===== src/hdl/mrse_pkg.sv =====
// Shared types, protocol constants and the CRC-16 byte step for the RTU slave engine.
// No dependencies; every other file imports this package.
package mrse_pkg;

  localparam int DEF_FRAME_BYTES = 64;
  localparam int DEF_REG_COUNT   = 16;
  localparam int DEF_COIL_COUNT  = 128;

  // Command codes on the input channel.
  localparam logic [2:0] CMD_RX      = 3'd0;
  localparam logic [2:0] CMD_TICK    = 3'd1;
  localparam logic [2:0] CMD_REG_WR  = 3'd2;
  localparam logic [2:0] CMD_COIL_WR = 3'd3;
  localparam logic [2:0] CMD_REG_RD  = 3'd4;

  // Configuration register indexes.
  localparam logic CFG_STATION = 1'b0;
  localparam logic CFG_SILENCE = 1'b1;

  localparam logic [7:0] STATION_RESET = 8'd2;
  localparam logic [4:0] SILENCE_RESET = 5'd4;
  localparam logic [4:0] SILENCE_MAX   = 5'd31;

  // Function codes, exception flag and exception codes.
  localparam logic [7:0] FC_READ_COILS     = 8'h01;
  localparam logic [7:0] FC_READ_REGS      = 8'h03;
  localparam logic [7:0] FC_WRITE_REG      = 8'h06;
  localparam logic [7:0] EXC_FLAG          = 8'h80;
  localparam logic [7:0] EXC_ILLEGAL_FUNC  = 8'h01;
  localparam logic [7:0] EXC_ILLEGAL_ADDR  = 8'h02;
  localparam logic [7:0] EXC_ILLEGAL_VALUE = 8'h03;
  localparam logic [7:0] BROADCAST_ADDR    = 8'h00;

  localparam logic [15:0] CRC_INIT     = 16'hFFFF;
  localparam logic [15:0] CRC_POLY     = 16'hA001;
  localparam logic [15:0] COIL_QTY_MAX = 16'd2000;

  localparam int MIN_FRAME_BYTES = 4;
  localparam int REQ_FRAME_BYTES = 8;
  localparam logic [7:0] HDR_BYTES = 8'd3;

  typedef struct packed {
    logic take;
    logic scan;
    logic serve;
    logic emit;
    logic gather;
  } ctl_t;

  typedef struct packed {
    logic out_free;
    logic frame_end;
    logic scan_done;
    logic frame_ok;
    logic need_gather;
    logic gather_done;
    logic emit_last;
  } stat_t;

  function automatic logic [15:0] crc_byte(input logic [15:0] c, input logic [7:0] b);
    logic [15:0] r;
    r = c ^ {8'h00, b};
    for (int i = 0; i < 8; i++) begin
      r = r[0] ? ((r >> 1) ^ CRC_POLY) : (r >> 1);
    end
    return r;
  endfunction

endpackage


===== src/hdl/mrse_ctrl.sv =====
// Sequencer for the RTU slave engine: input acceptance, frame scan, serve and reply walk.
// Depends on mrse_pkg for the command and status structs.
module mrse_ctrl import mrse_pkg::*; (
  input  logic  clk_i,
  input  logic  rst_ni,
  input  logic  in_valid_i,
  output logic  in_stall_o,
  input  stat_t stat_i,
  output ctl_t  ctl_o
);

  typedef enum logic [2:0] {S_IDLE, S_SCAN, S_CHECK, S_EMIT, S_GATHER} state_e;

  state_e state_q;

  always_comb begin
    in_stall_o   = !((state_q == S_IDLE) && stat_i.out_free);
    ctl_o.take   = in_valid_i && !in_stall_o;
    ctl_o.scan   = (state_q == S_SCAN);
    ctl_o.serve  = (state_q == S_CHECK);
    ctl_o.gather = (state_q == S_GATHER);
    ctl_o.emit   = (state_q == S_EMIT) && !stat_i.need_gather && stat_i.out_free;
  end

  always_ff @(posedge clk_i or negedge rst_ni) begin
    if (!rst_ni) begin
      state_q <= S_IDLE;
    end else begin
      case (state_q)
        S_IDLE: begin
          if (ctl_o.take && stat_i.frame_end) state_q <= S_SCAN;
        end
        S_SCAN: begin
          if (stat_i.scan_done) state_q <= S_CHECK;
        end
        S_CHECK: begin
          state_q <= stat_i.frame_ok ? S_EMIT : S_IDLE;
        end
        S_EMIT: begin
          if (stat_i.need_gather) state_q <= S_GATHER;
          else if (ctl_o.emit && stat_i.emit_last) state_q <= S_IDLE;
        end
        S_GATHER: begin
          if (stat_i.gather_done) state_q <= S_EMIT;
        end
        default: state_q <= S_IDLE;
      endcase
    end
  end

endmodule


===== src/hdl/mrse_dp.sv =====
// Datapath of the RTU slave engine: frame store, register and coil stores, CRC, reply bytes.
// Depends on mrse_pkg; driven by mrse_ctrl through ctl_t and reporting through stat_t.
module mrse_dp import mrse_pkg::*; #(
  parameter int FRAME_BYTES = DEF_FRAME_BYTES,
  parameter int REG_COUNT   = DEF_REG_COUNT,
  parameter int COIL_COUNT  = DEF_COIL_COUNT
) (
  input  logic        clk_i,
  input  logic        rst_ni,
  input  logic [2:0]  cmd_i,
  input  logic [7:0]  data_byte_i,
  input  logic [7:0]  local_index_i,
  input  logic [15:0] local_value_i,
  input  logic [7:0]  station_i,
  input  logic [4:0]  silence_limit_i,
  input  logic        out_stall_i,
  input  ctl_t        ctl_i,
  output stat_t       stat_o,
  output logic        out_valid_o,
  output logic [7:0]  tx_byte_o,
  output logic        tx_last_o,
  output logic        is_read_reply_o,
  output logic [15:0] read_data_o
);

  localparam int CNT_W      = $clog2(FRAME_BYTES + 1);
  localparam int ADDR_W     = $clog2(FRAME_BYTES);
  localparam int RIDX_W     = (REG_COUNT > 1) ? $clog2(REG_COUNT) : 1;
  localparam int COIL_WORDS = (COIL_COUNT + 7) / 8;
  localparam int CW_W       = (COIL_WORDS > 1) ? $clog2(COIL_WORDS) : 1;

  typedef enum logic [1:0] {K_EXC, K_R03, K_W06, K_R01} kind_e;

  logic [7:0]  fmem [FRAME_BYTES];
  logic [15:0] regs_q [REG_COUNT];
  logic [7:0]  coil_q [COIL_WORDS];

  logic [CNT_W-1:0] count_q, len_q, raddr_q, ridx_q;
  logic             in_frame_q, rd_pend_q;
  logic [4:0]       sil_q, sil_next;
  logic [7:0]       rdata_q, rxlo_q, rxhi_q;
  logic [7:0]       hdr_q [6];
  logic [15:0]      crc_q, tcrc_q;
  kind_e            kind_q, kind_d;
  logic [7:0]       code_d, byte2_q, byte2_d, body_q, body_d, pos_q;
  logic             bcast_q, gathered_q;
  logic [7:0]       ci_q, acc_q;
  logic [8:0]       rem_q;
  logic [2:0]       bit_q;

  logic        take_rx, take_tick, finish, frame_ok;
  logic [7:0]  func;
  logic [15:0] start, qty;
  logic [16:0] span;
  logic [7:0]  off, reg_idx8, tx_d;
  logic [15:0] reg_word, local_rd;
  logic [9:0]  coil_bytes;
  logic        cbit;

  assign take_rx   = ctl_i.take && (cmd_i == CMD_RX);
  assign take_tick = ctl_i.take && (cmd_i == CMD_TICK);
  assign sil_next  = (sil_q == SILENCE_MAX) ? sil_q : sil_q + 5'd1;
  assign finish    = in_frame_q && (sil_next >= silence_limit_i);

  assign func  = hdr_q[1];
  assign start = {hdr_q[2], hdr_q[3]};
  assign qty   = {hdr_q[4], hdr_q[5]};
  assign span  = {1'b0, start} + {1'b0, qty};
  assign coil_bytes = ({1'b0, qty[8:0]} + 10'd7) >> 3;
  assign frame_ok = ((hdr_q[0] == BROADCAST_ADDR) || (hdr_q[0] == station_i))
                    && (crc_q == {rxhi_q, rxlo_q});

  // Request decode, evaluated while the scanned header is stable.
  always_comb begin
    kind_d = K_EXC;
    code_d = EXC_ILLEGAL_FUNC;
    if ((func != FC_READ_COILS) && (func != FC_READ_REGS) && (func != FC_WRITE_REG)) begin
      code_d = EXC_ILLEGAL_FUNC;
    end else if (len_q != CNT_W'(REQ_FRAME_BYTES)) begin
      code_d = EXC_ILLEGAL_VALUE;
    end else if (func == FC_READ_REGS) begin
      if (span > 17'(REG_COUNT)) code_d = EXC_ILLEGAL_ADDR;
      else kind_d = K_R03;
    end else if (func == FC_WRITE_REG) begin
      if (start >= 16'(REG_COUNT)) code_d = EXC_ILLEGAL_ADDR;
      else kind_d = K_W06;
    end else if ((qty == 16'd0) || (qty > COIL_QTY_MAX)) begin
      code_d = EXC_ILLEGAL_VALUE;
    end else if (span > 17'(COIL_COUNT)) begin
      code_d = EXC_ILLEGAL_ADDR;
    end else begin
      kind_d = K_R01;
    end
    case (kind_d)
      K_R03: begin
        body_d  = HDR_BYTES + {qty[6:0], 1'b0};
        byte2_d = {qty[6:0], 1'b0};
      end
      K_W06: begin
        body_d  = 8'd6;
        byte2_d = hdr_q[2];
      end
      K_R01: begin
        body_d  = HDR_BYTES + coil_bytes[7:0];
        byte2_d = coil_bytes[7:0];
      end
      default: begin
        body_d  = HDR_BYTES;
        byte2_d = code_d;
      end
    endcase
  end

  assign off      = pos_q - HDR_BYTES;
  assign reg_idx8 = start[7:0] + {1'b0, off[7:1]};
  assign reg_word = (reg_idx8 < 8'(REG_COUNT)) ? regs_q[RIDX_W'(reg_idx8)] : 16'd0;
  assign local_rd = (local_index_i < 8'(REG_COUNT)) ? regs_q[RIDX_W'(local_index_i)] : 16'd0;
  assign cbit     = coil_q[CW_W'(ci_q >> 3)][ci_q[2:0]];

  // Next reply byte: body bytes, then CRC low and high.
  always_comb begin
    if (pos_q < body_q) begin
      case (pos_q)
        8'd0: tx_d = hdr_q[0];
        8'd1: tx_d = (kind_q == K_EXC) ? (hdr_q[1] | EXC_FLAG) : hdr_q[1];
        8'd2: tx_d = byte2_q;
        default: begin
          case (kind_q)
            K_W06:   tx_d = hdr_q[pos_q[2:0]];
            K_R03:   tx_d = off[0] ? reg_word[7:0] : reg_word[15:8];
            K_R01:   tx_d = acc_q;
            default: tx_d = 8'h00;
          endcase
        end
      endcase
    end else if (pos_q == body_q) begin
      tx_d = tcrc_q[7:0];
    end else begin
      tx_d = tcrc_q[15:8];
    end
  end

  always_comb begin
    stat_o.out_free    = !out_valid_o || !out_stall_i;
    stat_o.frame_end   = (cmd_i == CMD_TICK) && finish
                         && (count_q >= CNT_W'(MIN_FRAME_BYTES));
    stat_o.scan_done   = ctl_i.scan && rd_pend_q && (ridx_q == len_q - CNT_W'(1));
    stat_o.frame_ok    = frame_ok;
    stat_o.need_gather = (kind_q == K_R01) && (pos_q >= HDR_BYTES) && (pos_q < body_q)
                         && !gathered_q;
    stat_o.gather_done = (bit_q == 3'd7);
    stat_o.emit_last   = (pos_q == body_q + 8'd1);
  end

  // Frame store with registered read port.
  always_ff @(posedge clk_i) begin
    if (take_rx && (count_q != CNT_W'(FRAME_BYTES))) begin
      fmem[count_q[ADDR_W-1:0]] <= data_byte_i;
    end
    rdata_q <= fmem[raddr_q[ADDR_W-1:0]];
  end

  // Header and received CRC capture during the scan.
  always_ff @(posedge clk_i) begin
    if (ctl_i.scan && rd_pend_q) begin
      for (int i = 0; i < 6; i++) begin
        if (ridx_q == CNT_W'(i)) hdr_q[i] <= rdata_q;
      end
      if (ridx_q == len_q - CNT_W'(2)) rxlo_q <= rdata_q;
      if (ridx_q == len_q - CNT_W'(1)) rxhi_q <= rdata_q;
    end
  end

  always_ff @(posedge clk_i or negedge rst_ni) begin
    if (!rst_ni) begin
      count_q    <= '0;
      len_q      <= '0;
      in_frame_q <= 1'b0;
      sil_q      <= '0;
      raddr_q    <= '0;
      ridx_q     <= '0;
      rd_pend_q  <= 1'b0;
      crc_q      <= CRC_INIT;
      tcrc_q     <= CRC_INIT;
      kind_q     <= K_EXC;
      byte2_q    <= '0;
      body_q     <= '0;
      pos_q      <= '0;
      bcast_q    <= 1'b0;
      gathered_q <= 1'b0;
      ci_q       <= '0;
      rem_q      <= '0;
      bit_q      <= '0;
      acc_q      <= '0;
      for (int i = 0; i < REG_COUNT; i++) regs_q[i] <= '0;
      for (int i = 0; i < COIL_WORDS; i++) coil_q[i] <= '0;
    end else begin
      if (take_rx) begin
        count_q    <= (count_q != CNT_W'(FRAME_BYTES)) ? count_q + CNT_W'(1) : '0;
        in_frame_q <= 1'b1;
        sil_q      <= '0;
      end
      if (take_tick && in_frame_q) begin
        if (finish) begin
          len_q      <= count_q;
          count_q    <= '0;
          in_frame_q <= 1'b0;
          sil_q      <= '0;
          raddr_q    <= '0;
          rd_pend_q  <= 1'b0;
          crc_q      <= CRC_INIT;
        end else begin
          sil_q <= sil_next;
        end
      end
      if (ctl_i.take && (cmd_i == CMD_REG_WR) && (local_index_i < 8'(REG_COUNT))) begin
        regs_q[RIDX_W'(local_index_i)] <= local_value_i;
      end
      if (ctl_i.take && (cmd_i == CMD_COIL_WR)
          && ({1'b0, local_index_i} < 9'(COIL_COUNT))) begin
        coil_q[CW_W'(local_index_i >> 3)][local_index_i[2:0]] <= (local_value_i != 16'd0);
      end

      if (ctl_i.scan) begin
        rd_pend_q <= (raddr_q < len_q);
        ridx_q    <= raddr_q;
        if (raddr_q < len_q) raddr_q <= raddr_q + CNT_W'(1);
        if (rd_pend_q && (ridx_q < len_q - CNT_W'(2))) crc_q <= crc_byte(crc_q, rdata_q);
      end

      if (ctl_i.serve) begin
        kind_q     <= kind_d;
        byte2_q    <= byte2_d;
        body_q     <= body_d;
        pos_q      <= '0;
        tcrc_q     <= CRC_INIT;
        bcast_q    <= (hdr_q[0] == BROADCAST_ADDR);
        gathered_q <= 1'b0;
        ci_q       <= start[7:0];
        rem_q      <= qty[8:0];
        bit_q      <= '0;
        acc_q      <= '0;
        if (frame_ok && (kind_d == K_W06)) regs_q[RIDX_W'(start)] <= qty;
      end

      if (ctl_i.gather) begin
        if (rem_q != 9'd0) begin
          acc_q[bit_q] <= cbit;
          ci_q         <= ci_q + 8'd1;
          rem_q        <= rem_q - 9'd1;
        end
        bit_q <= bit_q + 3'd1;
        if (bit_q == 3'd7) gathered_q <= 1'b1;
      end

      if (ctl_i.emit) begin
        if (pos_q < body_q) tcrc_q <= crc_byte(tcrc_q, tx_d);
        pos_q      <= pos_q + 8'd1;
        gathered_q <= 1'b0;
        acc_q      <= '0;
      end
    end
  end

  // Output register.
  always_ff @(posedge clk_i or negedge rst_ni) begin
    if (!rst_ni) begin
      out_valid_o <= 1'b0;
    end else if (ctl_i.take && (cmd_i == CMD_REG_RD)) begin
      out_valid_o <= 1'b1;
    end else if (ctl_i.emit) begin
      out_valid_o <= !bcast_q;
    end else if (!out_stall_i) begin
      out_valid_o <= 1'b0;
    end
  end

  always_ff @(posedge clk_i) begin
    if (ctl_i.take && (cmd_i == CMD_REG_RD)) begin
      tx_byte_o       <= 8'h00;
      tx_last_o       <= 1'b0;
      is_read_reply_o <= 1'b1;
      read_data_o     <= local_rd;
    end else if (ctl_i.emit) begin
      tx_byte_o       <= tx_d;
      tx_last_o       <= stat_o.emit_last;
      is_read_reply_o <= 1'b0;
      read_data_o     <= 16'h0000;
    end
  end

endmodule


===== src/hdl/modbus_rtu_slave_engine_core.sv =====
// A local register read shows its transaction on the output in the cycle after acceptance.
// A frame end scans the stored frame, decodes the request and then sends one reply byte
// per cycle while the output is not stalled, each read-coils data byte first being gathered
// bit by bit; no new input transaction is taken during that walk.
// Reset is asynchronous, active low; it clears counters, registers and coils; the frame store holds no reset.
module modbus_rtu_slave_engine_core import mrse_pkg::*; #(
  parameter int FRAME_BYTES = DEF_FRAME_BYTES,
  parameter int REG_COUNT   = DEF_REG_COUNT,
  parameter int COIL_COUNT  = DEF_COIL_COUNT
) (
  input  logic        clk_i,
  input  logic        rst_ni,
  // Input channel.
  input  logic        in_valid_i,
  output logic        in_stall_o,
  input  logic [2:0]  cmd_i,
  input  logic [7:0]  data_byte_i,
  input  logic [7:0]  local_index_i,
  input  logic [15:0] local_value_i,
  // Output channel.
  output logic        out_valid_o,
  input  logic        out_stall_i,
  output logic [7:0]  tx_byte_o,
  output logic        tx_last_o,
  output logic        is_read_reply_o,
  output logic [15:0] read_data_o,
  // Configuration write channel.
  input  logic        cfg_valid_i,
  output logic        cfg_ready_o,
  input  logic        cfg_index_i,
  input  logic [7:0]  cfg_data_i
);

  ctl_t       ctl;
  stat_t      stat;
  logic [7:0] station_q;
  logic [4:0] silence_q;

  // Always ready; the user must write config only while the engine is idle; the block does not check it.
  assign cfg_ready_o = 1'b1;

  always_ff @(posedge clk_i or negedge rst_ni) begin
    if (!rst_ni) begin
      station_q <= STATION_RESET;
      silence_q <= SILENCE_RESET;
    end else if (cfg_valid_i && cfg_ready_o) begin
      case (cfg_index_i)
        CFG_STATION: station_q <= cfg_data_i;
        CFG_SILENCE: silence_q <= cfg_data_i[4:0];
        default: ;
      endcase
    end
  end

  // The controller decides when a transaction is taken and walks the frame and reply.
  mrse_ctrl u_ctrl (
    .clk_i      (clk_i),
    .rst_ni     (rst_ni),
    .in_valid_i (in_valid_i),
    .in_stall_o (in_stall_o),
    .stat_i     (stat),
    .ctl_o      (ctl)
  );

  // The datapath holds all stores, the CRC units and the output register.
  mrse_dp #(
    .FRAME_BYTES (FRAME_BYTES),
    .REG_COUNT   (REG_COUNT),
    .COIL_COUNT  (COIL_COUNT)
  ) u_dp (
    .clk_i           (clk_i),
    .rst_ni          (rst_ni),
    .cmd_i           (cmd_i),
    .data_byte_i     (data_byte_i),
    .local_index_i   (local_index_i),
    .local_value_i   (local_value_i),
    .station_i       (station_q),
    .silence_limit_i (silence_q),
    .out_stall_i     (out_stall_i),
    .ctl_i           (ctl),
    .stat_o          (stat),
    .out_valid_o     (out_valid_o),
    .tx_byte_o       (tx_byte_o),
    .tx_last_o       (tx_last_o),
    .is_read_reply_o (is_read_reply_o),
    .read_data_o     (read_data_o)
  );

endmodule


===== config.mk =====
export PLATFORM = sky130hd
export DESIGN_NAME = modbus_rtu_slave_engine_core
export DESIGN_NICKNAME = d
export VERILOG_FILES = /design/src/hdl/mrse_pkg.sv /design/src/hdl/mrse_ctrl.sv /design/src/hdl/mrse_dp.sv /design/src/hdl/modbus_rtu_slave_engine_core.sv
export SDC_FILE = /design/constraint.sdc
export NUM_CORES = 2
export LEC_CHECK = 0
export ABC_CLOCK_PERIOD_IN_PS = 12600
export BUFFER_PORTS_ARGS = -buffer_cell sky130_fd_sc_hd__buf_2
export CORE_MARGIN = 1.5
export CORE_UTILIZATION = 65
export DETAILED_ROUTE_END_ITERATION = 10
export PLACE_DENSITY = 0.8
export RECOVER_POWER = 25
export SETUP_SLACK_MARGIN = 0.15
export SYNTH_ARGS = -nofsm -noshare
export SYNTH_HDL_FRONTEND = slang
export SYNTH_SLANG_ARGS = --single-unit
export TNS_END_PERCENT = 5

===== constraint.sdc =====
create_clock -name clk_i -period 12.6 [get_ports clk_i]
set_input_delay 0.63 -clock clk_i [delete_from_list [all_inputs] [get_ports clk_i]]
set_output_delay 0.63 -clock clk_i [all_outputs]
set_load 0.1 [all_outputs]

Word level (Yosys, flattened, before mapping)

Memory sizes are Yosys's and may differ from the RTL's. A register that Yosys moved wholly into a read port is not among the register bits.
Cells that the tools add are included.

Register bits: 566
Logic and storage cells: 399
Memories: 2
Bits in writable memories: 560

Memory list:

| memory     | words | width | read ports | clocked after memory_dff | write ports | RTL line      | RTL |
|---|---|---|---|---|---|---|---|
| u_dp.fmem  | 64    | 8     | 1          | 1                        | 1           | mrse_dp.sv:34 | `logic [7:0] fmem [FRAME_BYTES];` |
| u_dp.hdr_q | 6     | 8     | 7          | 0                        | 1           | mrse_dp.sv:42 | `logic [7:0] hdr_q [6];` |

Multiplexer cells: 160
Reductions and logical operators: 69
Eq/ne operators: 41
Order comparisons: 26
$add $sub $neg: 16
Bitwise logic cells: 24

Operators with widths:

| cell                  | count |
|---|---|
| $mux W256             | 3 |
| $mux W16              | 33 |
| $bwmux W256           | 2 |
| $mux W8               | 26 |
| $bmux W16 S4          | 2 |
| $bwmux W128           | 1 |
| $demux W16 S4         | 2 |
| $pmux W8 S3           | 4 |
| $mux W7               | 8 |
| $not A2 Y3            | 16 |
| $mux W1               | 42 |
| $reduce_or A8 Y1      | 5 |
| $mux W3               | 12 |
| $logic_and A1 B1 Y1   | 33 |
| $bmux W8 S4           | 1 |
| $demux W8 S4          | 1 |
| $xor A16 B8 Y16       | 2 |
| $mux W9               | 3 |
| $ge A5 B5 Y1 const B  | 5 |
| $not A4 Y5            | 5 |
| $add A8 B1 Y8 const B | 3 |
| $eq A8 B8 Y1          | 3 |
| $mux W2               | 11 |
| $mux W5               | 4 |
| 66 further kinds      | 109 |

Logic depth before layout (Yosys ltp)

Depth after elaboration: 30
Depth in mapped cells: 20

Modules after synthesis

From an unflattened synthesis, not the netlist that was laid out.

Cells, all modules: 4189
Area total of the unflattened synthesis: 56041.2 µm²

By module, submodules not included:

| module                       | instances | cells an instance | sequential area each (µm²) | area an instance (µm²) |
|---|---|---|---|---|
| mrse_dp                      | 1         | 4129              | 30864.6                    | 55256.7 |
| modbus_rtu_slave_engine_core | 1         | 31                | 327.8                      | 514.2 |
| mrse_ctrl                    | 1         | 29                | 75.1                       | 270.3 |

Worst setup path before layout

OpenSTA, ideal clock, no wires.

Kind: reg2reg
Start point: register u_dp.pos_q[0]
End point: register u_dp.tcrc_q[0]
Library setup time: 73 ps
Cell stages (with the launch flop): 20
Arrival: 5463 ps
Required time: 12527 ps
Setup slack: 7064 ps
Clock period less this slack: 5536 ps
Cell sequence: dfrtp_1 > clkbuf_1 > inv_1 > buf_1 > ha_1 > ha_1 > fa_1 > buf_2 > clkbuf_1 > mux4_2 > mux4_2 > mux2_2 > a221oi_2 > mux2i_1 > o211ai_2 > xor2_1 > xnor2_2 > xnor2_2 > xor3_1 > a21oi_1

Longest elaborated chain between the ends: 23
Elaborated cells between the ends (all ways): 44
Classes of those cells: add/sub: 2; order compare: 3; eq/ne: 3; mux: 19; bitwise: 9; reduce/logical: 7; memory: 1

Ends and longest elaborated chain:

| element                                                    | RTL line       | RTL |
|---|---|---|
| from (decl)                                                | mrse_dp.sv:45  | `logic [7:0] code_d, byte2_q, byte2_d, body_q, body_d, pos_q;` |
| from (signal assigned)                                     | mrse_dp.sv:258 | `pos_q <= pos_q + 8'd1;` |
| $sub A8 B2 Y8                                              | mrse_dp.sv:114 | `assign off = pos_q - HDR_BYTES;` |
| $add A8 B7 Y8                                              | mrse_dp.sv:115 | `assign reg_idx8 = start[7:0] + {1'b0, off[7:1]};` |
| $not A4 Y5 (not written as such)                           | mrse_dp.sv:116 | `assign reg_word = (reg_idx8 < 8'(REG_COUNT)) ? regs_q[RIDX_W'(reg_idx8)] : 16'd0;` |
| $bmux W16 S4                                               | mrse_dp.sv:116 |  |
| $mux W16 (not written as such) (2 in a row)                | mrse_dp.sv:116 |  |
| $mux W16                                                   | mrse_dp.sv:116 |  |
| $mux W8                                                    | mrse_dp.sv:130 | `K_R03: tx_d = off[0] ? reg_word[7:0] : reg_word[15:8];` |
| $pmux W8 S3                                                | mrse_dp.sv:128 | `case (kind_q)` |
| $pmux W8 S3                                                | mrse_dp.sv:123 | `case (pos_q)` |
| $mux W8                                                    | mrse_dp.sv:122 | `if (pos_q < body_q) begin` |
| $xor A16 B8 Y16                                            | mrse_pkg.sv:62 | `r = c ^ {8'h00, b};` |
| $mux W16 / $not A2 Y3 (equally long branches) (6 in a row) | --             |  |
| $not A2 Y3 (no line) / $mux W16 (equally long branches)    | --             |  |
| $mux W16 (2 in a row)                                      | mrse_pkg.sv:64 | `r = r[0] ? ((r >> 1) ^ CRC_POLY) : (r >> 1);` |
| $mux W16                                                   | mrse_dp.sv:257 | `if (pos_q < body_q) tcrc_q <= crc_byte(tcrc_q, tx_d);` |
| $mux W16 *                                                 | mrse_dp.sv:256 | `if (ctl_i.emit) begin` |
| to (signal assigned)                                       | mrse_dp.sv:257 |  |
| to (decl)                                                  | mrse_dp.sv:43  | `logic [15:0] crc_q, tcrc_q;` |

Every way passes the cells marked *; elsewhere a longest branch is shown, timed or not. The select of a mux whose other input is x is not followed.
A chain may end at the register's enable or synchronous reset.

Final worst setup path

Start point: register u_dp.pos_q[1]
End point: register u_dp.tcrc_q[0]

Same word-level chain as after synthesis.

==> results.toml <==
[power_and_ir_drop]
clkPwrFrac_pct = 39.0
p_int_mw = 6.32
p_seq_share_pct = 48.5
switchingPower_mw = 2.21
max-vdd-ir-drop_mv = 0.177
p_per_area_nw_per_um2 = 141
power_mw = 8.54
power.share.switching_pct = 25.9
total_leakage_power_nw = 21.9
pwr-share-comb_pct = 12.5

[cts]
cts_setup_buffers = 0
htree_num_levels = 3
cts_buffers = 114
insertion_delay_ps = 750
cts_tree = "done"
clkSinkCount = 1133
cts_root_buf = "clkbuf_16"
cts.clk_slew.worst_paths_ps = 70
clock_path_buffers = 3
cts_hold_buf = 0
post_cts_resized = 0

[grt]
overflow = 0
grt_pass1_wl_mm = 227
antenna_found_initial = 3
grt_max_degree = 179
grt_pass1_vias = 36237
grtUsageTotal_pct = 35.0

[setup_path]
reg2reg_depth = 15
worstReg2RegEnd = "u_dp.tcrc_q[0]$_DFF_PN1_"
cp-end-kind = "flip-flop"
critPathLaunchType = "flip-flop"
critPathKind = "reg -> reg"
crit-reg2reg-launch = "u_dp.pos_q[1]$_DFFE_PN0P_"
path_max_fanout = 64
cp.arrival_ps = 7160
crit_required_ps = 13240
r2r_slack_ps = 6080

[floorplanning]
chipHeight_um = 296
io_pins = 78
row_count = 107
start_util_pct = 65.5
core_um2 = 85000
die_area_um2 = 87500
die_w_um = 296

[worst_hold_path]
hold_class = "in -> reg"
holdPathEnd = "station_q[6]$_DFFE_PN0P_"
holdPathStages = 2
hp-start = "cfg_data_i[6]"

[yosys]
synth.cell_area_um2 = 55700
synth_top_area_share_pct = 31.9
synthArstFlopShare_pct = 46.2
synth_seq_area_share_pct = 56.1
yosys_most_used_dff = "edfxtp_1"
synth.largest_area_cell = "edfxtp_1"
synth_area_per_cell_um2 = 13.6
postSynthRegisterBits = 1133
synth-edff-count = 592
syn_inst = 4104
synth_area_leaders = "edfxtp_1 (32%), dfrtp_1 (22%), mux4_2 (15%)"
synthTopCellsByCount = "edfxtp_1 (592), nor2_1 (577), dfrtp_1 (489)"
synth_most_common_cell = "edfxtp_1"
syn-num-nets = 4224
yosysWarnings = 0
synth_cell_types = 83

[sta]
maxSlewViolCount = 562
clock.fmax_ghz = 0.153
hold_viol = 0
finalCriticalPeriod_ps = 6520
rsz0062_at_grt = "false"
worst_pin_slew_ps = 5980
slew_headroom_pct = -299
setup-violations-final = 0
finClkSkew_ps = 59.1
finalSetupTns_ps = 0
period_share_pct = 51.7

[outcome]
status = "finished, violations left"
violations = "max-capacitance violations, max-slew violations"

[detailed_routing]
ant_nets = 0
route.detailed.drc = 0
viasPerCell = 6.83
wl_per_cell_um = 28.4
drt_iter0_markers = 4353
dr.pass1.iters = 6
num_vias = 36191
wirelength_mm = 150

[layout]
drive_gt1_share_pct = 22.4
nFillCells = 5461
fin_nets = 4174
area_growth_pct = 8.74

[placement]
gp_congestion = 0.917
dp_hpwl_mm = 92.8
port-buffer-count = 76

[job]
maxCapViolations = 8
[critical path, cell delays in order (launching register included)]
cell      delay (ps)
dfrtp_1          840
inv_1            180
ha_1             380
ha_4             180
fa_4            1460
mux4_2           420
mux4_2           490
mux2_2           300
a221oi_2         290
nor2_1            80
or4_4            550
xor2_1           340
xnor2_2          140
xnor2_2          230
xor3_1           350
a21oi_1          150
[metal layers]
layer	vias up	part of all wire (%)	wire length (um)	GRT usage [%]
li1	15345	-	-	-
met1	18172	36	54900	45.3
met2	2170	49	73900	57.4
met3	502	8.7	13100	6.10
met4	2	5.7	8560	18.3
met5	-	0.0086	13	0
[metrics by stage]
| stage | cell area [um^2] | instances | hold WS, ps | setup slack [ps] | utilization, % |
|---|---|---|---|---|---|
| after global placement | 57000 | 5082 | 430 | 6260 | 67.1 |
| after detailed placement | 57000 | 5082 | 434 | 6170 | 67.1 |
| after global routing | 60600 | 5296 | 131 | 5220 | 71.3 |
| final | 60600 | 5297 | 143 | 6080 | 71.3 |
| after CTS | 60600 | 5295 | 16.8 | 6130 | 71.3 |
| after floorplan | 55700 | 4104 | 334 | 7060 | - |
[power groups by stage]
stage / logic, mW / clock network, mW / registers [mW]
2_1_floorplan: 0.736 / 0 / 4.14
3_3_place_gp: 1.03 / 0 / 4.20
3_5_place_dp: 1.05 / 0 / 4.21
4_1_cts: 1.07 / 3.34 / 4.14
5_1_grt: 1.12 / 3.49 / 4.15
6_report: 1.07 / 3.33 / 4.14
[kinds of logic (layout without fill, tap and decap cells)]
kind of cell	count (synthesis)	after routing	share of synthesized area (%)
AOI/OAI and AO/OA	556	556	5.85
xor gates and xnor gates	123	123	2.00
adders and majority gates	71	71	1.62
buffers and inverters	359	406	2.47
DFF	1133	1133	56.1
muxes	833	833	23.8
other	1	3	0.00673
and+or+nand+nor	1028	1028	8.14
[flip-flops by register name, summed over array words and instances (netlist names), 9 cells and up]
name              count
u_dp.regs_q         256
u_dp.rem_q            9
u_dp.tcrc_q          16
u_dp.crc_q           16
u_dp.read_data_o     16
u_dp.coil_q         128
u_dp.fmem           512
u_dp.hdr_q           48
[cell usage in the layout, fill, tap and decap left out, types with 8 or more instances in the layout]
cell type,n
clkbuf_16,114
mux4_2,377
mux2_2,165
a222oi_1,8
buf_4,72
nand3_1,67
o21ai_1,12
inv_1,39
o221a_2,8
clkinv_1,15
xnor2_1,72
dfstp_2,34
mux2i_1,291
or3_1,12
o21ai_0,81
dfrtp_1,485
nand2b_1,23
a31oi_1,11
a211oi_1,14
and3_1,14
nor2b_1,40
a21oi_1,325
nand4_1,19
nor3_1,41
nor2_1,575
clkbuf_1,48
o21a_1,9
clkinv_2,25
edfxtp_1,592
nor4_1,21
xor2_1,46
nor3b_1,9
buf_2,67
ha_1,68
nand2_1,153
dfxtp_1,18
a21o_1,11
[worst max-delay path by stage]
stage	start	end	cells after the start
after floorplan	u_dp.pos_q[0]$_DFFE_PN0P_	u_dp.tcrc_q[0]$_DFF_PN1_	19
after global placement	u_dp.pos_q[1]$_DFFE_PN0P_	u_dp.tcrc_q[0]$_DFF_PN1_	15
after detailed placement	u_dp.pos_q[1]$_DFFE_PN0P_	u_dp.tcrc_q[0]$_DFF_PN1_	15
after CTS	u_dp.pos_q[1]$_DFFE_PN0P_	u_dp.tcrc_q[0]$_DFF_PN1_	15
after global routing	rst_ni	u_dp.ci_q[3]$_DFF_PN0_	3
final	u_dp.pos_q[1]$_DFFE_PN0P_	u_dp.tcrc_q[0]$_DFF_PN1_	15
[layout make-up]
type	count	area, um^2	area share, %
Multi-Input combinational cell	2612	23200	38.2
Clock buffer	155	3070	5.06
Timing Repair Buffer	153	945	1.56
Antenna cell	2	5.00	0.00826
Inverter	40	150	0.248
Tap cell	1144	1430	2.36
Clock inverter	58	552	0.911
Sequential cell	1133	31300	51.6
Power figures use the tool's default switching activity.
